<file path="config.mk">
export PLATFORM = sky130hd
export DESIGN_NAME = dsn_div_cell
export DESIGN_NICKNAME = d
export VERILOG_FILES = /design/src/sv/dsn_pkg.sv /design/src/sv/dsn_div_cell.sv
export SDC_FILE = /design/constraint.sdc
export NUM_CORES = 1
export LEC_CHECK = 0
export BUFFER_PORTS_ARGS = -buffer_cell sky130_fd_sc_hd__buf_2
export CAP_MARGIN = 10
export CORE_AREA = 2 2 196 198
export CTS_CLUSTER_SIZE = 40
export DETAILED_ROUTE_END_ITERATION = 8
export DIE_AREA = 0 0 198 200
export MAX_ROUTING_LAYER = met4
export PLACE_DENSITY_LB_ADDON = 0.25
export SYNTH_ARGS = -nofsm -noshare
export SYNTH_HDL_FRONTEND = slang
export SYNTH_SLANG_ARGS = --single-unit
</file>
<file path="constraint.sdc">
create_clock -name clk_i -period 1.15 [get_ports clk_i]
set_clock_uncertainty 0.15 [all_clocks]
set_input_delay 0.23 -clock clk_i [delete_from_list [all_inputs] [get_ports clk_i]]
set_output_delay 0.23 -clock clk_i [all_outputs]
set_load 0.005 [all_outputs]
</file>
<file path="src/sv/dsn_pkg.sv">
`timescale 1ns / 1ps
// Shared types and constants for the depth surface normal core.
package dsn_pkg;

  localparam int unsigned SQ_STEPS = 32;
  localparam int unsigned DV_STEPS = 16;
  localparam int unsigned MAG_W    = 15;
  localparam int unsigned FRAC_W   = 30;
  localparam int unsigned RAD_W    = 64;
  localparam int unsigned REM_W    = 34;
  localparam int unsigned ROOT_W   = 32;
  localparam int unsigned DEN_W    = 32;
  localparam int unsigned QUO_W    = 16;
  localparam int unsigned NUM_W    = 46;
  localparam int unsigned COL_W    = 11;
  localparam int unsigned ROW_W    = 12;
  localparam logic [QUO_W-1:0] QMAX = 16'd32767;

  typedef enum logic {
    REG_WIDTH  = 1'b0,
    REG_HEIGHT = 1'b1
  } reg_idx_e;

  typedef struct packed {
    logic             ok;
    logic [COL_W-1:0] col;
    logic [ROW_W-1:0] row;
    logic             last;
  } meta_t;

  typedef struct packed {
    meta_t                 meta;
    logic [2:0]            sgn;
    logic [2:0][MAG_W-1:0] m;
  } sq_side_t;

  typedef struct packed {
    logic [RAD_W-1:0]  rad;
    logic [REM_W-1:0]  rem;
    logic [ROOT_W-1:0] root;
    sq_side_t          side;
  } sq_data_t;

  typedef struct packed {
    meta_t      meta;
    logic [2:0] sgn;
  } dv_side_t;

  typedef struct packed {
    logic [DEN_W-1:0]       den;
    logic [2:0][DEN_W-1:0]  rem;
    logic [2:0][QUO_W-1:0]  low;
    logic [2:0][QUO_W-1:0]  quo;
    dv_side_t               side;
  } dv_data_t;

endpackage

</file>
<file path="src/sv/dsn_div_cell.sv">
`timescale 1ns / 1ps
// One restoring division step for the three normal components.
module dsn_div_cell import dsn_pkg::*; (
  input  logic     clk_i,
  input  logic     rst_ni,
  input  logic     en_i,
  input  logic     valid_i,
  input  dv_data_t data_i,
  output logic     valid_o,
  output dv_data_t data_o
);

  logic [DEN_W:0] cur [3];
  dv_data_t       data_d;
  dv_data_t       data_q;
  logic           valid_q;

  always_comb begin
    data_d = data_i;
    for (int i = 0; i < 3; i++) begin
      cur[i] = {data_i.rem[i], data_i.low[i][QUO_W-1]};
      data_d.low[i] = data_i.low[i] << 1;
      if (cur[i] >= {1'b0, data_i.den}) begin
        data_d.rem[i] = DEN_W'(cur[i] - {1'b0, data_i.den});
        data_d.quo[i] = {data_i.quo[i][QUO_W-2:0], 1'b1};
      end else begin
        data_d.rem[i] = DEN_W'(cur[i]);
        data_d.quo[i] = {data_i.quo[i][QUO_W-2:0], 1'b0};
      end
    end
  end

  always_ff @(posedge clk_i or negedge rst_ni) begin
    if (!rst_ni) begin
      valid_q <= 1'b0;
    end else if (en_i) begin
      valid_q <= valid_i;
    end
  end

  always_ff @(posedge clk_i) begin
    if (en_i) begin
      data_q <= data_d;
    end
  end

  assign valid_o = valid_q;
  assign data_o  = data_q;

endmodule
</file>
Word level (Yosys, flattened, before mapping)
Index checks and enable logic that the tools add are counted.

Mux-type cells: 6. Magnitude comparators: 3. Add/sub/neg operators: 3.

Operators by type and width (count): $ge A33 B32 Y1 (3); $mux W32 (3); $sub A32 B32 Y32 (3); $mux W1 (3).

Output and inout bits: 253. Bits in registers: 250. Word-level logic and storage cells: 28. Input port bits: 256.

Logic depth before layout (Yosys ltp)
Depth after elaboration: 2. Depth in mapped cells: 14. Gate-level depth less buffers: 12.

Worst setup path before layout
OpenSTA, ideal clock, no wires.

Path type: input-to-reg. From: in data_i[226] in the netlist's numbering. To: reg data_q (netlist bit data_o[159]) (data pin). Library setup time: 0.262 ns. Path buffers: 0. Stages: 11. Required time: 0.738 ns. Setup slack: -1.732 ns. Data arrival time: 2.470 ns. Path through: inv_1 ha_1 a21oi_2 o21ai_1 a221oi_2 nand4_1 a211oi_2 o22ai_1 o31ai_4 inv_2 mux2_1.

RTL lines: start: declaration (RTL line dsn_div_cell.sv:8) `input dv_data_t data_i,`; end signal: assignment (RTL line dsn_div_cell.sv:43) `data_q <= data_d;`; end: declaration (RTL line dsn_div_cell.sv:15) `dv_data_t data_q;`.

==> flow_summary.yaml <==
clock_network:
  htree_num_levels: 1
  path_clk_slew_ns: 0.06
  cts_tree: "yes"
  cts.sinks: 250
  cts_buffers: 29
  clock_path_buffers: 3
  root_buffer: "clkbuf_16"
  worstSkewPairLatency_ns: 0.57
setup_path:
  cp_num_buf_inv: 3
  cp_max_fo: 8
  r2r_slack_ns: 0.26
  cp.required_ns: 1.32
  timing.critical_path.cells: "buf_2 -> inv_4 -> ha_4 -> a21oi_4 -> o21ai_2 -> a221oi_4 -> nand4_1 -> a211oi_2 -> o22ai_2 -> o31ai_4 -> inv_4 -> mux2_4"
  max_stage_delay_ns: 0.33
  crit_path_end_kind: "register"
  r2r.worst_path.cells: 1
  crit_path_frequent_cell: "inv_4"
  rr_endpoint: "valid_o"
  worstReg2RegStart: "valid_o"
  worst_path_max_delay_cell: "a211oi_2"
  cp-start-kind: "primary input"
  startpoint: "data_i[230]"
  arrival_ns: 2.69
  worstSetupPathType: "primary input to register"
  path_delay_family: "compound AO/OA/AOI/OAI gates"
die:
  std_cell_rows: 71
  core_mm2: 0.0374
  fp.dieW_um: 198
  io_pins: 509
  die_y_um: 200
  floorplan.initialDensity_pct: 36.8
  dieArea_mm2: 0.0396
synthesis:
  synthArstFlopShare_pct: 0.400
  synth-xor-area-share_pct: 5.02
  synthMostInstantiatedCell: "edfxtp_1"
  yosys.area_share.adder_pct: 9.15
  synth_cell_types: 64
  synth_compound_area_share_pct: 16.6
  synth_top_family_by_area: "compound AO/OA/AOI/OAI gates"
  yosys.area.top_type_share_pct: 54.3
  synth_top_cell_by_area: "edfxtp_1"
  synth_mux_area_share_pct: 0.881
  synth_common_cells: "edfxtp_1, nand2_1, o21ai_0"
  syn_area_mm2: 0.0138
  synthFlopType: "edfxtp_1"
  ys_seq_elements: 250
  yosysSeqAreaShare_pct: 54.5
  syn_area_per_cell_um2: 11.2
  ys.warnings.count: 0
  yosys.area_share.simple_pct: 11.0
  synth.top_cells.by_area: "edfxtp_1, ha_1, o21ai_0, nand2_1, a21oi_1"
  synthCells: 1234
  synth-edff-count: 249
global_route:
  first_global_vias: 15800
  antenna_found_initial: 9
  overflow: 0
  grt_use_total_pct: 31.6
  grt_pass1_wl_mm: 91.1
  grt_start_max_net_pins: 22
routing:
  wl_per_cell_um: 21.2
  drc: 0
  drt_iter0_drc: 703
  routed-wl-met3_mm: 4.02
  wl_met1_mm: 25.0
  vias: 15300
  route.met2.wl_mm: 30.9
  firstDrtPassIters: 5
  ant_nets: 0
  wirelength_mm: 63.8
  dr.max_layer_used: "met4"
  vias_per_cell: 5.09
finish:
  area_growth_pct: 90.9
  register_area_mm2: 0.00750
  fillCellCount: 2703
  fin_nets: 2821
  finish.utilization_pct: 70.3
  multiInputGateArea_mm2: 0.00761
  drive_gt1_share_pct: 52.2
  fin_cells: 3009
  final_area_mm2: 0.0263
sta:
  hold_violations: 0
  setup_viol_count_final: 420
  rsz0062_at_grt: "true"
  tightest_slew_ns: 0.539
  whs_ns: 0.0418
  maxSlewViolCount: 0
  max_freq_mhz: 398
  period_minus_slack_ns: 2.51
  post-route-period-util_pct: 218
  max-slew-margin-rel_pct: 64.1
  layout_setup_ws_ns: -1.36
job:
  timing.max_cap.violations: 0
power:
  ir_worst_vdd_v: 0.00151
  powerDensity_mw_per_mm2: 1230
  p_leak_uw: 0.0117
placement:
  numPlacedInstances: 2627
  finalWeightedCongestion: 0.978
  dp_hpwl_mm: 45.8
  dpl_cell_area_mm2: 0.0203
  numPortBuffers: 502
worst_hold_path:
  hold_start: "data_i[220]"
  hold_end: "data_o[188]"
  hp-class: "primary input to register"
  hold_depth: 3
outcome:
  status: "complete, but fails checks"
  violations: "negative setup slack"
==> timing repair <==
| action | 4_1_cts | 5_1_grt |
|---|---|---|
| gates resized for setup | 333 | 145 |
| hold endpoints to repair | 285 | 0 |
| gates cloned | 13 | 3 |
| hold buffers | 255 | 0 |
| setup endpoints to repair | 349 | 581 |
| pin swaps | 119 | 66 |
| setup buffers | 38 | 18 |
==> power breakdown <==
part	switching [uW]	total, uW	internal (uW)
Combinational	5290	11000	5710
Sequential	358	11700	11300
Clock	3970	9730	5770
==> cells in the final DEF (no fill, tap or decap), drive strengths merged, types with 8 or more instances in the layout <==
cell type | synthesis | routed
dlygate4sd3 | 0 | 254
nand2b | 17 | 17
nor2b | 11 | 11
edfxtp | 249 | 249
clkinv | 0 | 8
clkinvlp | 0 | 9
clkbuf | 24 | 35
nor2 | 46 | 46
a21oi | 81 | 81
o21bai | 14 | 14
nor3 | 16 | 16
a211oi | 9 | 9
a21o | 38 | 38
a21boi | 9 | 9
xor2 | 35 | 35
o31ai | 12 | 12
and3 | 15 | 15
nand3 | 14 | 14
inv | 65 | 64
nand2 | 155 | 155
buf | 8 | 969
xnor2 | 44 | 44
o21ai | 144 | 147
o21a | 8 | 8
ha | 96 | 96
diode | 0 | 10
a31oi | 17 | 17
mux2 | 9 | 9
nand4 | 14 | 14
==> worst min-delay path: stages <==
cell and delay, ns:
buf_6 0.12, ha_4 0.18, o21ai_2 0.06
==> final cells by class <==
| cell class | count | area share, % |
|---|---|---|
| inverter | 65 | 1.19 |
| antenna | 10 | 0.0952 |
| sequential | 250 | 28.5 |
| tap | 511 | 2.43 |
| timing repair buffer | 1227 | 35.0 |
| clock buffer | 32 | 2.80 |
| clock inverter | 21 | 0.990 |
| multi-input combinational | 893 | 28.9 |
==> sequential cells by signal, indices dropped and copies added (netlist names) <==
register and count:
data_o 249, valid_o 1
==> cells by family after synthesis <==
kind of cell,Yosys count
adders and majority gates,99
AOI/OAI and AO/OA,373
and+or+nand+nor,324
other,1
DFF,250
muxes,11
xor gates and xnor gates,79
buffers and inverters,97
==> layer usage <==
layer,track usage [%],vias up
met5,-,-
met4,16.0,0
met3,5.21,200
met2,53.3,642
met1,36.6,7357
li1,-,7131
==> worst max path at each step <==
stage	end	cells past startpoint	slack, ns
after floorplan	data_o[159]	10	-1.63
after global placement	data_o[182]	14	-2.16
after detailed placement	data_o[182]	14	-2.20
after CTS	data_o[178]	12	-1.37
after global routing	data_o[181]	12	-1.44
final	data_o[181]	12	-1.36
==> metrics by stage <==
| stage | worst slack [ns] | total power [uW] | setup TNS (ns) |
|---|---|---|---|
| 2_1_floorplan | -1.63 | 15200 | -139.44 |
| 3_3_place_gp | -2.16 | 19800 | -197.26 |
| 3_5_place_dp | -2.20 | 19900 | -201.65 |
| 4_1_cts | -1.37 | 31700 | -263.72 |
| 5_1_grt | -1.44 | 33700 | -231.73 |
| 6_report | -1.36 | 32400 | -215.90 |
Power figures use the tool's default switching activity.
