$ cat config.mk
export PLATFORM = sky130hd
export DESIGN_NAME = dsn_sqrt_cell
export DESIGN_NICKNAME = d
export VERILOG_FILES = /design/src/sv/dsn_pkg.sv /design/src/sv/dsn_sqrt_cell.sv
export SDC_FILE = /design/constraint.sdc
export NUM_CORES = 1
export LEC_CHECK = 0
export BUFFER_PORTS_ARGS = -buffer_cell sky130_fd_sc_hd__buf_2
export CAP_MARGIN = 40
export CORE_AREA = 2 2 160 162
export DETAILED_ROUTE_END_ITERATION = 6
export DIE_AREA = 0 0 162 164
export SLEW_MARGIN = 20
export SYNTH_ARGS = -nofsm -noshare
export SYNTH_HDL_FRONTEND = slang
export SYNTH_SLANG_ARGS = --single-unit
$ cat constraint.sdc
create_clock -name clk_i -period 0.8 [get_ports clk_i]
set_input_delay 0.04 -clock clk_i [delete_from_list [all_inputs] [get_ports clk_i]]
set_output_delay 0.04 -clock clk_i [all_outputs]
set_load 0.1 [all_outputs]
$ cat src/sv/dsn_pkg.sv
`timescale 1ns / 1ps
// Shared types and constants for the depth surface normal core.
package dsn_pkg;

  localparam int unsigned SQ_STEPS = 32;
  localparam int unsigned DV_STEPS = 16;
  localparam int unsigned MAG_W    = 15;
  localparam int unsigned FRAC_W   = 30;
  localparam int unsigned RAD_W    = 64;
  localparam int unsigned REM_W    = 34;
  localparam int unsigned ROOT_W   = 32;
  localparam int unsigned DEN_W    = 32;
  localparam int unsigned QUO_W    = 16;
  localparam int unsigned NUM_W    = 46;
  localparam int unsigned COL_W    = 11;
  localparam int unsigned ROW_W    = 12;
  localparam logic [QUO_W-1:0] QMAX = 16'd32767;

  typedef enum logic {
    REG_WIDTH  = 1'b0,
    REG_HEIGHT = 1'b1
  } reg_idx_e;

  typedef struct packed {
    logic             ok;
    logic [COL_W-1:0] col;
    logic [ROW_W-1:0] row;
    logic             last;
  } meta_t;

  typedef struct packed {
    meta_t                 meta;
    logic [2:0]            sgn;
    logic [2:0][MAG_W-1:0] m;
  } sq_side_t;

  typedef struct packed {
    logic [RAD_W-1:0]  rad;
    logic [REM_W-1:0]  rem;
    logic [ROOT_W-1:0] root;
    sq_side_t          side;
  } sq_data_t;

  typedef struct packed {
    meta_t      meta;
    logic [2:0] sgn;
  } dv_side_t;

  typedef struct packed {
    logic [DEN_W-1:0]       den;
    logic [2:0][DEN_W-1:0]  rem;
    logic [2:0][QUO_W-1:0]  low;
    logic [2:0][QUO_W-1:0]  quo;
    dv_side_t               side;
  } dv_data_t;

endpackage

$ cat src/sv/dsn_sqrt_cell.sv
`timescale 1ns / 1ps
// One restoring square-root step: two radicand bits in, one root bit out.
module dsn_sqrt_cell import dsn_pkg::*; (
  input  logic     clk_i,
  input  logic     rst_ni,
  input  logic     en_i,
  input  logic     valid_i,
  input  sq_data_t data_i,
  output logic     valid_o,
  output sq_data_t data_o
);

  logic [REM_W+1:0] cur;
  logic [REM_W+1:0] trial;
  sq_data_t         data_d;
  sq_data_t         data_q;
  logic             valid_q;

  always_comb begin
    cur    = {data_i.rem, data_i.rad[RAD_W-1 -: 2]};
    trial  = (REM_W+2)'({data_i.root, 2'b01});
    data_d = data_i;
    data_d.rad = data_i.rad << 2;
    if (cur >= trial) begin
      data_d.rem  = REM_W'(cur - trial);
      data_d.root = {data_i.root[ROOT_W-2:0], 1'b1};
    end else begin
      data_d.rem  = REM_W'(cur);
      data_d.root = {data_i.root[ROOT_W-2:0], 1'b0};
    end
  end

  always_ff @(posedge clk_i or negedge rst_ni) begin
    if (!rst_ni) begin
      valid_q <= 1'b0;
    end else if (en_i) begin
      valid_q <= valid_i;
    end
  end

  always_ff @(posedge clk_i) begin
    if (en_i) begin
      data_q <= data_d;
    end
  end

  assign valid_o = valid_q;
  assign data_o  = data_q;

endmodule

Word level (Yosys, flattened, before mapping)
Index checks and enable logic that the tools add are counted.
{ "op_classes": {"addsub": 1, "n_lt_le_gt_ge": 1, "mux": 1} }
{ "ops": {"columns": ["cell", "n"], "rows": [
  ["$mux 66", 1],
  ["$ge 36x34->1", 1],
  ["$sub 34x34->34", 1]
]} }
{ "word_totals": {"regBits": 202, "input_bits": 207, "out_inout_bits": 204, "word_cells": 15} }

Depth between registers and ports, before layout
Gate-level depths: netlist of run 1.
{ "depth": {"ltp_word": 2, "mapped_depth": 13, "depth_no_buf": 10} }

Worst setup path after synthesis of run 1
Ideal clock, no wire load.
{ "synth_path": {"path_type": "input port to flip-flop", "from": "input port data_i[82] (netlist bit)", "to": "register data_q, in the netlist data_o[132] (data pin)", "setup_time_ns": 0.260, "t_arrival_ns": 2.039, "required_time_ns": 0.540, "setup_slack_ns": -1.499, "path_stages": 10, "path_buffers": 0, "path_cell_list": "inv_1 > ha_1 > a21o_1 > a31o_1 > a211oi_4 > o211ai_2 > a21bo_2 > mux2i_1 > o221ai_1 > mux2_4"} }
{ "synth_lines": {"columns": ["element", "line", "text"], "rows": [
  ["start, declared", "dsn_sqrt_cell.sv:8", "input sq_data_t data_i,"],
  ["end signal, assigned", "dsn_sqrt_cell.sv:43", "data_q <= data_d;"],
  ["end, declared", "dsn_sqrt_cell.sv:16", "sq_data_t data_q;"]
]} }

==> results_dict.tcl, run 1 <==
set metrics [dict create \
    status "finished with violations" \
    violations "setup timing" \
    syn_to_final_growth_pct 124.0 \
    maxCapViolCount 0 \
    synth-edff-count 201 \
    die_x_um 162 \
    routed_wl_um 39030 \
    ys_ff_latch 202 \
    fin_cells 1719 \
    viasPerCell 4.823 \
    slew_headroom_pct 56.75 \
    final.setup.tns_ns -111.91 \
    fmax_mhz 526.5 \
    firstDrtPassIters 5 \
    fin_skew_ns 0 \
    hp-class "primary input to register" \
    hold_viol 0 \
    power_density_mw_per_mm2 2177 \
    cp.required_ns 1.07 \
    grt_overflow 0 \
    hold_slack_ns 0.03019 \
    synthCells 582 \
    grtUsageTotal_pct 27.73 \
    grt_pass1_wl_um 55000 \
    cts_tree "built" \
    dp_cells 1435 \
    ys.flop_type "edfxtp_1" \
    vias 8291 \
    start_util_pct 34.42 \
    async_flop_share_pct 0.4950 \
    p_leak_nw 8.166 \
    rows 58 \
    grt_max_degree 39 \
    drive_above_1_share_pct 54.04 \
    met2_length_um 20480 \
    io_pins 411 \
    drt_drc_violations_left 0 \
    multi_input_area_mm2 0.002969 \
    htree_levels 1 \
    placed_area_mm2 0.01535 \
    rsz0062_at_grt "yes" \
    irDropWorstVdd_uv 1531 \
    yosysUniqueCellTypes 64 \
    start_kind "primary input" \
    clockBufferDepth 3 \
    critical_path.max_fanout 7 \
    fin_crit_sh_pct 237.4 \
    dp_hpwl_um 24880 \
    clock_sinks 202 \
    route.met3.wl_um 2472 \
    grt_pass1_vias 8819 \
    min_period_ns 1.899 \
    port_buffers 408 \
    worstMarginPinSlew_ns 0.6438 \
    synth-seq-area-share_pct 70.94 \
    design_area_mm2 0.01914 \
    finalSetupViolations 238 \
    wl_per_cell_um 22.71 \
    clock_latency_ns 0.52 \
    antenna_found_initial 5 \
    syn_area_mm2 0.008543 \
    die-area_mm2 0.02657 \
    ys_warn_count 0 \
    ant_nets 0 \
    clk_pin_slew_ns 0.06 \
    finish.utilization_pct 77.10 \
    die_h_um 164 \
    wl_met1_um 14350 \
    numCtsBuffers 24 \
    avgSynthCellArea_um2 14.68 \
    critPathKind "primary input to register" \
    top_layer_used "met5" \
    total_power_mw 41.66 \
    cp.arrival_ns 2.17 \
    fill_cells 1422 \
    clockRootBuffer "clkbuf_16" \
    dp_slack_ns -1.706 \
    finalWorstSetupSlack_ns -1.099 \
    core_area_mm2 0.02482 \
    finalMaxSlewViolations 0 \
    place.gp.congestion 0.8672 \
    crit_path_end_kind "register" \
    drt-initial-drc-count 533 \
    regArea_mm2 0.006065 \
    final_nets 1610 \
]
==> final cells by class <==
type                       count  area share [%]
timing repair buffer         775           45.57
sequential                   202           31.69
multi-input combinational    323           15.52
clock buffer                  32           3.407
tap                          330           2.158
inverter                      43           1.027
clock inverter                11          0.5950
antenna                        3         0.03923
==> report_power, final <==
part	internal, mW	switching (mW)
logic	6.75	10.3
registers	12.9	0.886
clock network	6.38	4.46
==> final timing paths <==
check / start / to / slack (ns) / cells after the start
setup / recovery: data_i[73] / data_o[132] / -1.10 / 11
setup reg to reg: valid_o / valid_o / -0.05 / 1
max in group asynchronous: rst_ni / valid_o / 0.24 / 3
hold / removal: en_i / data_o[28] / 0.03 / 2
min in group asynchronous: rst_ni / valid_o / 0.43 / 3
hold reg to reg: valid_o / valid_o / 0.58 / 1
==> synthesized netlist by cell type, types with 4 or more instances <==
cell type  count  area [µm²]
a21o_1        19       142.6
nor3_1        10       50.05
o31ai_1        4       30.03
a31oi_1        4       25.02
nand2b_1       5       31.28
buf_2          6       30.03
nand4_1        6       37.54
xor2_1        13       113.9
a21oi_1       28       140.1
nor2_1        18       67.56
xnor2_1       14       122.6
o21ai_1        4       20.02
nand3_1        6       30.03
edfxtp_1     201        6036
nand2_1       58       217.7
clkbuf_1       4       15.01
ha_1          34       425.4
inv_1         42       157.7
mux2i_1        4       40.04
o21ai_0       41       205.2
==> sequential cells by signal, indices dropped and copies added (netlist names) <==
| name | cells |
|---|---|
| data_o | 201 |
| valid_o | 1 |
==> cell families (layout without fill, tap and decap cells) <==
logic type | Yosys count | after routing | synth area share, %
adders and majority gates | 34 | 34 | 4.980
buffers and inverters | 59 | 861 | 3.017
DFF | 202 | 202 | 70.94
and+or+nand+nor | 120 | 120 | 6.561
other | 1 | 5 | 0.04389
xor gates and xnor gates | 27 | 27 | 2.768
AOI/OAI and AO/OA | 133 | 134 | 10.91
muxes | 6 | 6 | 0.7762
==> layout by cell type, fill, tap and decap left out, drive strengths merged, types with 6 or more instances in the layout <==
cell type | synthesis | routed
buf | 9 | 570
dlygate4sd3 | 0 | 202
edfxtp | 201 | 201
nand2 | 58 | 58
o21ai | 46 | 46
inv | 42 | 43
clkbuf | 7 | 35
ha | 34 | 34
a21oi | 28 | 28
a21o | 20 | 20
nor2 | 18 | 18
xnor2 | 14 | 14
xor2 | 13 | 13
nor3 | 10 | 10
nand4 | 7 | 7
nand3 | 6 | 6
clkinv | 1 | 6
==> worst max-delay path, stage by stage <==
cell and delay (ns):
buf_12 0.11, inv_12 0.04, ha_4 0.19, nor2b_4 0.13
o31a_1 0.31, o21ai_1 0.16, o211ai_1 0.18, a211oi_2 0.31
o21a_4 0.28, clkinv_4 0.09, mux2_4 0.30
==> what timing repair did <==
action / CTS / global route
endpoints found under the hold margin: 201 / 0
resized for setup: 91 / 70
setup endpoints to repair: 238 / 238
buffers inserted: 21 / 12
pin swaps: 38 / 37
hold buffers: 202 / 0
gates cloned: 3 / 3
==> per-layer routing <==
layer	vias to the layer above	global-route usage, %
met5	-	0
li1	3763	-
met2	370	50.79
met1	4056	31.45
met4	4	10.74
met3	98	6.237
(Power assumes the default switching activity.)
==> run 2: changes to the inputs <==
- RECOVER_POWER: default -> 50
==> results_dict.tcl, run 2 (synthesized netlist as in run 1, its figures left out) <==
set metrics [dict create \
    fin_skew_ns 0 \
    core_area_mm2 0.02482 \
    clock_sinks 202 \
    rr_worst_depth 1 \
    start_kind "primary input" \
    power_density_mw_per_mm2 2183 \
    grt_pass1_wl_um 55000 \
    die_h_um 164 \
    clock_latency_ns 0.52 \
    hold_viol 0 \
    p_leak_nw 8.143 \
    dp_cells 1435 \
    r2r_start "valid_o" \
    drt_drc_violations_left 0 \
    die-area_mm2 0.02657 \
    grt_pass1_vias 8819 \
    drt-initial-drc-count 564 \
    syn_to_final_growth_pct 123.2 \
    min_from "data_i[129]" \
    clk_pin_slew_ns 0.06 \
    place.gp.congestion 0.8672 \
    layout_commonest_cell "buf_12" \
    grt_overflow 0 \
    antenna_found_initial 5 \
    fin_crit_sh_pct 237.3 \
    critical_path.max_fanout 7 \
    rows 58 \
    design_area_mm2 0.01907 \
    cpMaxStageDelayCell "o31a_1" \
    viasPerCell 4.847 \
    final_nets 1610 \
    dp_hpwl_um 24880 \
    finalMaxSlewViolations 0 \
    cts_tree "built" \
    dp_slack_ns -1.706 \
    routed_wl_um 39080 \
    hp-class "primary input to register" \
    port_buffers 408 \
    vias 8332 \
    finalWorstSetupSlack_ns -1.099 \
    cp_cell_sequence "buf_12 > inv_12 > ha_4 > nor2b_4 > o31a_1 > o21ai_1 > o211ai_1 > a211oi_2 > o21a_4 > clkinv_4 > mux2_4" \
    min_period_ns 1.899 \
    clockBufferDepth 3 \
    rsz0062_at_grt "yes" \
    htree_levels 1 \
    clockRootBuffer "clkbuf_16" \
    maxCapViolCount 0 \
    irDropWorstVdd_uv 1523 \
    cp.required_ns 1.07 \
    final.setup.tns_ns -111.98 \
    slowest_delay_ns 0.31 \
    ant_nets 0 \
    drive_above_1_share_pct 54.04 \
    fmax_mhz 526.7 \
    layout_common_cells "buf_12 (206), dlygate4sd3_1 (202), edfxtp_1 (201), buf_2 (186), buf_4 (136)" \
    violations "setup timing" \
    crit_path_end_kind "register" \
    hold_path_depth 4 \
    start_util_pct 34.42 \
    fin_cells 1719 \
    wl_per_cell_um 22.74 \
    cp.arrival_ns 2.17 \
    io_pins 411 \
    placed_area_mm2 0.01535 \
    worstMarginPinSlew_ns 0.6472 \
    firstDrtPassIters 5 \
    numCtsBuffers 24 \
    grt_max_degree 39 \
    critPathLaunch "data_i[73]" \
    status "finished with violations" \
    die_x_um 162 \
    fill_cells 1429 \
    largest_reg_flops 201 \
    grtUsageTotal_pct 27.73 \
    slew_headroom_pct 56.52 \
    finalSetupViolations 238 \
    critPathKind "primary input to register" \
]
-- run 2: cell types whose count changed in the layout (fill, tap and decap cells not counted) --
cell      delta
buf_2        +1
buf_12       -4
buf_6        +3
clkbuf_8     -1
clkbuf_2     +7
buf_4        -6
-- run 2: path summary, 6_finish.rpt --
path | endpoint | slack [ns]
min in group asynchronous | valid_o | 0.42
max | data_o[132] | -1.10
max reg2reg | valid_o | -0.05
max in group asynchronous | valid_o | 0.24
min reg2reg | valid_o | 0.58
min | data_o[131] | 0.04
-- run 2: power by group --
group | switching [mW] | total, mW | internal, mW
Sequential | 0.886 | 13.8 | 12.9
Clock | 4.47 | 10.8 | 6.38
Combinational | 10.3 | 17.0 | 6.71
Total | 15.7 | 41.6 | 26.0
-- run 2: layout make-up --
class / instances / area (µm²) / share of cell area (%)
diodes: 3 / 7.507 / 0.03936
repair buffers: 775 / 8655 / 45.38
inverters: 43 / 196.4 / 1.030
clock inverters: 11 / 113.9 / 0.5970
clock buffers: 32 / 651.9 / 3.418
multi-input cells: 323 / 2969 / 15.57
flip-flops and latches: 202 / 6065 / 31.80
well taps: 330 / 412.9 / 2.165
-- run 2: layer usage --
layer  track usage [%]  share of wire [%]
met1             31.45                 37
met5                 0              0.069
met2             50.79                 52
met3             6.237                6.5
met4             10.74                4.5
-- run 2: stage by stage --
stage	power [mW]	hold WS [ns]	util [%]
2_1_floorplan	22.48	-0.2556	-
3_3_place_gp	28.94	-0.1845	61.84
4_1_cts	41.13	0.01981	75.38
5_1_grt	42.73	0.02600	76.82
6_report	41.63	0.04441	76.84
3_5_place_dp	29.08	-0.1837	61.84
-- run 2: what timing repair did --
| item | in CTS | in global routing |
|---|---|---|
| cloned | 3 | 3 |
| endpoints found under the hold margin | 201 | 0 |
| setup endpoints to repair | 238 | 238 |
| pin swaps | 38 | 37 |
| setup buffers | 21 | 12 |
| gates resized for setup | 91 | 70 |
| hold buffers | 202 | 0 |
-- run 2: critical path, delay by kind of cell --
family	cells	cell delay, ns
AOI/OAI and AO/OA	5	1.25
buffers and inverters	3	0.24
muxes	1	0.30
adders and majority gates	1	0.19
and+or+nand+nor	1	0.13
